<file path="config.mk">
export PLATFORM = sky130hd
export DESIGN_NAME = extended_gcd_signed64_core
export DESIGN_NICKNAME = d
export VERILOG_FILES = /design/src/rtl/xgcd_pkg.sv /design/src/rtl/xgcd_datapath.sv /design/src/rtl/xgcd_ctrl.sv /design/src/rtl/extended_gcd_signed64_core.sv
export SDC_FILE = /design/constraint.sdc
export NUM_CORES = 2
export LEC_CHECK = 0
export ABC_CLOCK_PERIOD_IN_PS = 7850
export BUFFER_PORTS_ARGS = -buffer_cell sky130_fd_sc_hd__clkbuf_2
export CAP_MARGIN = 20
export CORE_ASPECT_RATIO = 0.8
export CORE_MARGIN = 2
export CORE_UTILIZATION = 35
export CTS_BUF_LIST = sky130_fd_sc_hd__clkbuf_4 sky130_fd_sc_hd__clkbuf_8 sky130_fd_sc_hd__clkbuf_16
export DETAILED_ROUTE_END_ITERATION = 10
export HOLD_SLACK_MARGIN = 0.03
export PLACE_DENSITY = 0.6
export SYNTH_ARGS = -nofsm -noshare
export SYNTH_HDL_FRONTEND = slang
export SYNTH_SLANG_ARGS = --single-unit
</file>
<file path="constraint.sdc">
create_clock -name clk -period 7.85 [get_ports clk]
set_clock_uncertainty 0.2 [all_clocks]
set_input_delay 0.3925 -clock clk [delete_from_list [all_inputs] [get_ports clk]]
set_output_delay 0.3925 -clock clk [all_outputs]
set_load 0.01 [all_outputs]
</file>
<file path="src/rtl/xgcd_pkg.sv">
// Shared types and constants for the extended GCD core.
`default_nettype none
package xgcd_pkg;
  localparam int DATA_WIDTH = 64;
  localparam int CNT_W      = $clog2(DATA_WIDTH);

  typedef logic [DATA_WIDTH-1:0] word_t;

  typedef struct packed {
    logic load;
    logic div_init;
    logic div_bit;
    logic update;
  } xgcd_cmd_t;

  typedef struct packed {
    logic a_zero;
  } xgcd_sts_t;
endpackage
`default_nettype wire

</file>
<file path="src/rtl/xgcd_datapath.sv">
// Datapath: remainder chain, shift-subtract divider and coefficient update.
`default_nettype none
module xgcd_datapath
  import xgcd_pkg::*;
(
  input  wire logic      clk,
  input  wire xgcd_cmd_t cmd,
  input  wire word_t     in_a,
  input  wire word_t     in_b,
  output xgcd_sts_t      sts,
  output word_t          g_val,
  output word_t          u_val,
  output word_t          v_val
);
  // a = ca_a*a0 + ca_b*b0, b = cb_a*a0 + cb_b*b0
  word_t a_r, b_r, ca_a_r, ca_b_r, cb_a_r, cb_b_r;
  word_t num_r, md_r, rem_r, pa_r, pb_r;
  logic  negq_r, negn_r;

  logic [DATA_WIDTH:0] rem_sh;
  logic                ge;
  word_t               rem_nxt, r_val, qa, qb;

  always_comb begin
    rem_sh  = {rem_r, num_r[DATA_WIDTH-1]};
    ge      = rem_sh >= {1'b0, md_r};
    rem_nxt = ge ? word_t'(rem_sh - {1'b0, md_r}) : rem_sh[DATA_WIDTH-1:0];
    r_val   = negn_r ? word_t'(-rem_r) : rem_r;
    qa      = negq_r ? word_t'(-pa_r) : pa_r;
    qb      = negq_r ? word_t'(-pb_r) : pb_r;
  end

  always_ff @(posedge clk) begin
    if (cmd.load) begin
      a_r    <= in_a;
      b_r    <= in_b;
      ca_a_r <= word_t'(1);
      ca_b_r <= '0;
      cb_a_r <= '0;
      cb_b_r <= word_t'(1);
    end else if (cmd.div_init) begin
      num_r  <= b_r[DATA_WIDTH-1] ? word_t'(-b_r) : b_r;
      md_r   <= a_r[DATA_WIDTH-1] ? word_t'(-a_r) : a_r;
      rem_r  <= '0;
      pa_r   <= '0;
      pb_r   <= '0;
      negq_r <= a_r[DATA_WIDTH-1] ^ b_r[DATA_WIDTH-1];
      negn_r <= b_r[DATA_WIDTH-1];
    end else if (cmd.div_bit) begin
      rem_r <= rem_nxt;
      num_r <= {num_r[DATA_WIDTH-2:0], 1'b0};
      pa_r  <= {pa_r[DATA_WIDTH-2:0], 1'b0} + (ge ? ca_a_r : '0);
      pb_r  <= {pb_r[DATA_WIDTH-2:0], 1'b0} + (ge ? ca_b_r : '0);
    end else if (cmd.update) begin
      a_r    <= r_val;
      b_r    <= a_r;
      ca_a_r <= cb_a_r - qa;
      ca_b_r <= cb_b_r - qb;
      cb_a_r <= ca_a_r;
      cb_b_r <= ca_b_r;
    end
  end

  assign sts.a_zero = (a_r == '0);
  assign g_val = b_r;
  assign u_val = cb_a_r;
  assign v_val = cb_b_r;
endmodule
`default_nettype wire

</file>
<file path="src/rtl/xgcd_ctrl.sv">
// Controller: sequences the Euclid steps and the bit-serial division.
`default_nettype none
module xgcd_ctrl
  import xgcd_pkg::*;
(
  input  wire logic      clk,
  input  wire logic      rst_n,
  input  wire logic      start,
  input  wire xgcd_sts_t sts,
  output xgcd_cmd_t      cmd,
  output logic           busy,
  output logic           done
);
  localparam logic [2:0] S_IDLE  = 3'd0;
  localparam logic [2:0] S_CHECK = 3'd1;
  localparam logic [2:0] S_DIV   = 3'd2;
  localparam logic [2:0] S_UPD   = 3'd3;
  localparam logic [2:0] S_FIN   = 3'd4;

  logic [2:0]       state_r, state_nxt;
  logic [CNT_W-1:0] cnt_r, cnt_nxt;

  always_comb begin
    state_nxt = state_r;
    cnt_nxt   = cnt_r;
    cmd       = '0;
    case (state_r)
      S_IDLE: begin
        if (start) begin
          cmd.load  = 1'b1;
          state_nxt = S_CHECK;
        end
      end
      S_CHECK: begin
        if (sts.a_zero) begin
          state_nxt = S_FIN;
        end else begin
          cmd.div_init = 1'b1;
          cnt_nxt      = '0;
          state_nxt    = S_DIV;
        end
      end
      S_DIV: begin
        cmd.div_bit = 1'b1;
        cnt_nxt     = cnt_r + 1'b1;
        if (cnt_r == CNT_W'(DATA_WIDTH - 1)) state_nxt = S_UPD;
      end
      S_UPD: begin
        cmd.update = 1'b1;
        state_nxt  = S_CHECK;
      end
      S_FIN:   state_nxt = S_IDLE;
      default: state_nxt = S_IDLE;
    endcase
  end

  always_ff @(posedge clk) begin
    if (!rst_n) begin
      state_r <= S_IDLE;
      cnt_r   <= '0;
    end else begin
      state_r <= state_nxt;
      cnt_r   <= cnt_nxt;
    end
  end

  // nothing is taken while reset is held
  assign busy = (state_r != S_IDLE) || !rst_n;
  assign done = (state_r == S_FIN);
endmodule
`default_nettype wire

</file>
<file path="src/rtl/extended_gcd_signed64_core.sv">
// Top level of the signed 64-bit extended GCD core.
// An operation starts when start is high while busy is low. Each Euclid step
// runs the check, the bit-serial shift-subtract divider and the update; a
// new pair is taken only once the last result has been shown. The
// result is shown for one cycle with out_valid; the receiver cannot stall it,
// and busy stays high until that cycle is over.
`default_nettype none
module extended_gcd_signed64_core
  import xgcd_pkg::*;
(
  input  wire logic  clk,
  input  wire logic  rst_n,
  input  wire logic  start,
  output logic       busy,
  input  wire word_t in_operand_a,
  input  wire word_t in_operand_b,
  output logic       out_valid,
  output word_t      out_gcd_value,
  output word_t      out_coeff_a,
  output word_t      out_coeff_b
);
  xgcd_cmd_t cmd;
  xgcd_sts_t sts;

  xgcd_ctrl u_ctrl (
    .clk   (clk),
    .rst_n (rst_n),
    .start (start),
    .sts   (sts),
    .cmd   (cmd),
    .busy  (busy),
    .done  (out_valid)
  );

  xgcd_datapath u_dp (
    .clk   (clk),
    .cmd   (cmd),
    .in_a  (in_operand_a),
    .in_b  (in_operand_b),
    .sts   (sts),
    .g_val (out_gcd_value),
    .u_val (out_coeff_a),
    .v_val (out_coeff_b)
  );
endmodule
`default_nettype wire

</file>
== Yosys cells after proc, flatten, opt, wreduce, memory -nomap -nowiden ==
Cells that the tools add are included.

* Add/sub/neg operators: 11
* Magnitude comparators: 1
* Equal/unequal tests: 10
* Multiplexer cells: 33
* Bitwise logic cells: 4
* Reduce and logical (&&, ||, !) cells: 14

{| class="wikitable"
|+ Operators with widths
! kind !! count
|-
| 2-to-1 mux 64 bit || 20
|-
| negator 64 bit || 5
|-
| subtractor 64 bit || 3
|-
| adder 64 bit || 2
|-
| >= comparator 65 x 64 -> 1 bit || 1
|-
| logical NOT 64 bit || 1
|-
| 2-to-1 mux 63 bit || 1
|-
| case mux 3 bit (4 select lines) || 1
|-
| case mux 6 bit (2 select lines) || 1
|-
| 2-to-1 mux 3 bit || 3
|-
| AND reduction 2 bit || 4
|-
| adder 6 x 1 -> 6 bit (second input constant) || 1
|-
| equality test 3 x 2 -> 1 bit (second input constant) || 2
|-
| equality test 6 bit (second input constant) || 1
|-
| 2-to-1 mux 1 bit || 6
|-
| 2-to-1 mux 6 bit || 1
|-
| inequality test 2 x 1 -> 1 bit (second input constant) || 3
|-
| AND reduction 3 bit || 2
|-
| nonzero test 2 bit || 3
|-
| inequality test 2 bit (second input constant) || 2
|-
| equality test 3 x 1 -> 1 bit (second input constant) || 1
|-
| equality test 3 bit (second input constant) || 1
|-
| logical NOT 3 bit || 1
|-
| NOT 1 bit || 3
|-
| 4 further kinds || 4
|}

* Bits in registers: 715
* Output and inout bits: 194
* Word-level logic and storage cells: 89

== Longest topological paths before layout ==
* Depth in word-level cells: 6
* Mapped depth: 29
* Mapped depth without buffers: 25

== By module ==
From an unflattened synthesis, not the netlist that was laid out.

* Cell total of the unflattened synthesis: 5996
* Area, all modules: 51378.0 µm²

{| class="wikitable"
|+ By module, submodules not included
! module !! instances !! cells an instance !! area an instance (µm²)
|-
| xgcd_datapath || 1 || 5942 || 50900.1
|-
| xgcd_ctrl || 1 || 54 || 478.0
|}

== Worst setup path after synthesis ==
No wires, ideal clock.

* Path kind: reg2reg
* Start point: register u_dp.rem_r[15]
* End point: register u_dp.pa_r[55], data pin
* Setup time: 0.266 ns
* Arrival: 6.274 ns
* Slack: 1.110 ns
* Cell stages (with the launch flop): 29
* Buffers on the path: 4
* Cell sequence: edfxtp_1 ha_1 clkbuf_1 a21oi_1 o21ai_0 nor4_1 a21oi_1 a211oi_1 nor3_1 o21ai_0 a31o_2 clkbuf_1 clkbuf_1 clkbuf_1 nor2b_1 ha_1 fa_1 a21oi_1 o211ai_1 nand3_1 o311ai_1 or3_1 a311oi_1 o31a_1 o221ai_1 a41o_1 a31oi_1 xor2_1 nor2_1

* Cells in the longest elaborated chain, start to end: 4

{| class="wikitable"
|+ RTL lines
! element !! RTL line !! source
|-
| start, declared || xgcd_datapath.sv:17 || <nowiki>word_t num_r, md_r, rem_r, pa_r, pb_r;</nowiki>
|-
| start signal, assigned || xgcd_datapath.sv:50 || <nowiki>rem_r <= rem_nxt;</nowiki>
|-
| >= comparator 65 x 64 -> 1 bit || xgcd_datapath.sv:26 || <nowiki>ge = rem_sh >= {1'b0, md_r};</nowiki>
|-
| 2-to-1 mux 64 bit || xgcd_datapath.sv:52 || <nowiki>pa_r <= {pa_r[DATA_WIDTH-2:0], 1'b0} + (ge ? ca_a_r : '0);</nowiki>
|-
| adder 64 bit || xgcd_datapath.sv:52 ||
|-
| 2-to-1 mux 64 bit || xgcd_datapath.sv:49 || <nowiki>end else if (cmd.div_bit) begin</nowiki>
|-
| end signal, assigned || xgcd_datapath.sv:52 ||
|-
| end, declared || xgcd_datapath.sv:17 ||
|}

Every way passes these cells. The select of a mux whose other input is x is not followed.
A chain may end at the register's enable or synchronous reset.

== Final worst setup path ==
* Start point: register u_dp.rem_r[15]
* End point: register u_dp.pa_r[63], data pin

Same word-level chain as after synthesis.

==> out/metrics.csv <==
metric;value;unit
status;completed;
grt_use_met3;2.98;%
area_growth;15.0;%
htreeDepth;3;
tns;0;ps
synthTopCellsByArea;edfxtp_1, dfxtp_1, ha_1;
cts_root_buffer;clkbuf_16;
num_rows;124;
drtIter0Drc;3930;
grt_pass1_wl;250000;um
cp-end-kind;flip-flop;
fmax;138;MHz
busiest_layer;met2;
setup_viol;0;
worst_path_dominant_cell_family;compound AO/OA/AOI/OAI gates;
syn_area_per_cell;8.34;um^2
die_w;429;um
synthArstFlopShare;0;%
maxCapViolations;0;
synth_area_leader_cell;edfxtp_1;
synth_compound_area_share;20.7;%
netlist-cell-type-count;82;
ys_warn_count;0;
antenna_cells;0;
synth-simple-area-share;20.1;%
layout_common_cells;nand2_1, a21oi_1, o21ai_0, edfxtp_1, nor2_1;
grt_pass1_vias;42800;
max_stage_delay;480;ps
ys_seq_elements;715;
post-route-period-util;92.5;%
peakVddDrop;0.175;mV
register_area;18800;um^2
dr.pass1.iters;6;
portBuffers;324;
cts_setup_buffers;0;
dp_hpwl;121000;um
synth_xor_area_share;10.3;%
fillCellCount;14500;
synth_top_area_share;26.7;%
clock_latency;730;ps
critical_path_class;flip-flop to flip-flop;
die_area;148000;um^2
path_buf_inv;1;
gr-usage-met1;29.8;%
critPathSlowestCell;edfxtp_1;
ant_nets;0;
leakage;24.0;nW
syn_inst;6081;
synth_top_family_by_area;compound AO/OA/AOI/OAI gates;
cts_tree;yes;
core_area;143000;um^2
critPathMaxFanout;17;
tightest_slew;1130;ps
fin_util;40.7;%
synthMuxAreaShare;0.217;%
finalCriticalPeriod;7260;ps
cts.sinks;715;
pin_count;325;
grtUsageTotal;21.2;%
avgViaCountPerCell;5.47;
path_clk_slew;60;ps
cp-start-kind;flip-flop;
crit_arrival;7500;ps
initial_core_util;35.4;%
drt-total-wl;163000;um
worstPathCellList;ha_1, a21oi_1, o21ai_0, nor4_1, a21oi_2, a211oi_2, nor3_1, o21ai_0, a31o_4, buf_4, nor2b_1, ha_1, nand4_1, nor2_1, nand2_1, o311ai_1, or3_1, a311oi_1, o31a_1, o221ai_2, a41oi_1, o311ai_0, o211ai_1, mux2i_1;
nets;6820;
dr_total_vias;45500;
multiInputGateArea;30200;um^2
antenna_found_initial;1;
grt_max_degree;177;
power_density;240;nW/um^2
gp_congestion;0.923;
synth_flop_cell;edfxtp_1;
syn_area;50700;um^2
relSlewSlack;25.0;%
cp.required;8090;ps
synth_edf_count;450;
layout-drive-gt1-share;9.00;%
dieHeight;344;um
synth_fp_nets;6537;
mostFrequentLayoutCell;nand2_1;
synth_adder_area_share;8.10;%
drc_errors;0;
wl_per_cell;19.5;um
hold_viol_final;0;
grt-ovfl-total;0;
seq_area_frac_synth;37.1;%
rsz0062_at_grt;false;
worstHoldPathType;flip-flop to flip-flop;
cts_buffers;85;
met2_usage;34.0;%
maxSlewViolCount;0;
clockBufferDepth;3;
[logic make-up (layout without fill, tap and decap cells)]
logic type | count (synthesis) | after routing
AOI/OAI and AO/OA | 1744 | 1744
xor gates and xnor gates | 597 | 597
adders and majority gates | 325 | 325
buffers and inverters | 468 | 823
DFF | 715 | 715
muxes | 11 | 11
and+or+nand+nor | 2221 | 2221
[tightest hold or removal path, stage by stage (launching register included)]
cell and delay (ps):
dfxtp_1 320, nand2_1 50, a21oi_1 50
[sequential cells by signal, summed over array words and instances (netlist names)]
| signal | count |
|---|---|
| u_dp.num_r | 64 |
| u_dp.v_val | 64 |
| u_dp.u_val | 64 |
| u_dp.md_r | 64 |
| u_ctrl.state_r | 3 |
| u_dp.ca_a_r | 64 |
| u_dp.negq_r | 1 |
| u_dp.rem_r | 64 |
| u_dp.ca_b_r | 64 |
| u_ctrl.cnt_r | 6 |
| u_dp.a_r | 64 |
| u_dp.pb_r | 64 |
| u_dp.pa_r | 64 |
| u_dp.g_val | 64 |
| u_dp.negn_r | 1 |
[metal layers]
metal	up-vias	routed length, um
li1	22300	-
met1	21600	75400
met2	1477	73300
met3	188	9560
met4	0	4290
met5	-	0
[synth_stat cells, types with 21 or more instances]
cell,count
nor2b_1,168
a31oi_1,42
and2_1,31
o21ai_1,25
a211oi_1,37
nor3_1,72
nand4_1,72
a21o_1,182
o41ai_1,37
nor2_1,429
xor2_1,354
and3_1,25
xnor2_1,243
o21ai_0,463
o21a_1,29
or3_1,69
o31ai_1,122
clkbuf_1,285
edfxtp_1,450
a21oi_1,608
or2_2,22
ha_1,320
inv_1,158
or4_1,47
nand3_1,85
nand2b_1,59
o21bai_1,66
dfxtp_1,265
nand2_1,1065
nor4_1,21
[stage by stage]
step                instances  setup slack [ps]  area, um^2  power [mW]  hold slack [ps]
finish                   8326               587       58300        14.0              238
global route             8326               144       58300        14.8              278
detailed placement       8037               266       54000        9.66              246
global placement         8037               425       54000        9.62              246
floorplan                6081              1110       50700        8.40              225
CTS                      8325               235       58300        14.1             38.7
[final cells by class]
cell class | instances | area share, %
multi-input cells | 4898 | 51.8
flip-flops and latches | 715 | 32.3
repair buffers | 501 | 5.68
clock buffers | 117 | 4.33
well taps | 1890 | 4.06
inverters | 163 | 1.08
clock inverters | 42 | 0.817
[repair_timing]
item                                    4_1_cts  5_1_grt
gates resized for setup                       0        3
endpoints found under the hold margin       136        1
endpoints found under the setup margin        0        5
hold buffers                                129        1
[power breakdown]
group / switching [mW] / internal, mW
clock: 1.77 / 2.53
combinational: 2.85 / 1.67
sequential: 0.494 / 4.69
total: 5.11 / 8.90
[path summary, 6_finish.rpt]
| check | startpoint | endpoint | slack, ps | depth (start not counted) |
|---|---|---|---|---|
| setup / recovery | u_dp.rem_r[15] | u_dp.pa_r[63] | 590 | 24 |
| hold / removal | u_dp.ca_a_r[50] | u_dp.u_val[50] | 240 | 2 |
| setup reg to reg | u_dp.rem_r[15] | u_dp.pa_r[63] | 590 | 24 |
| hold reg to reg | u_dp.ca_a_r[50] | u_dp.u_val[50] | 240 | 2 |
No activity file was read; power rests on OpenSTA's default activity.
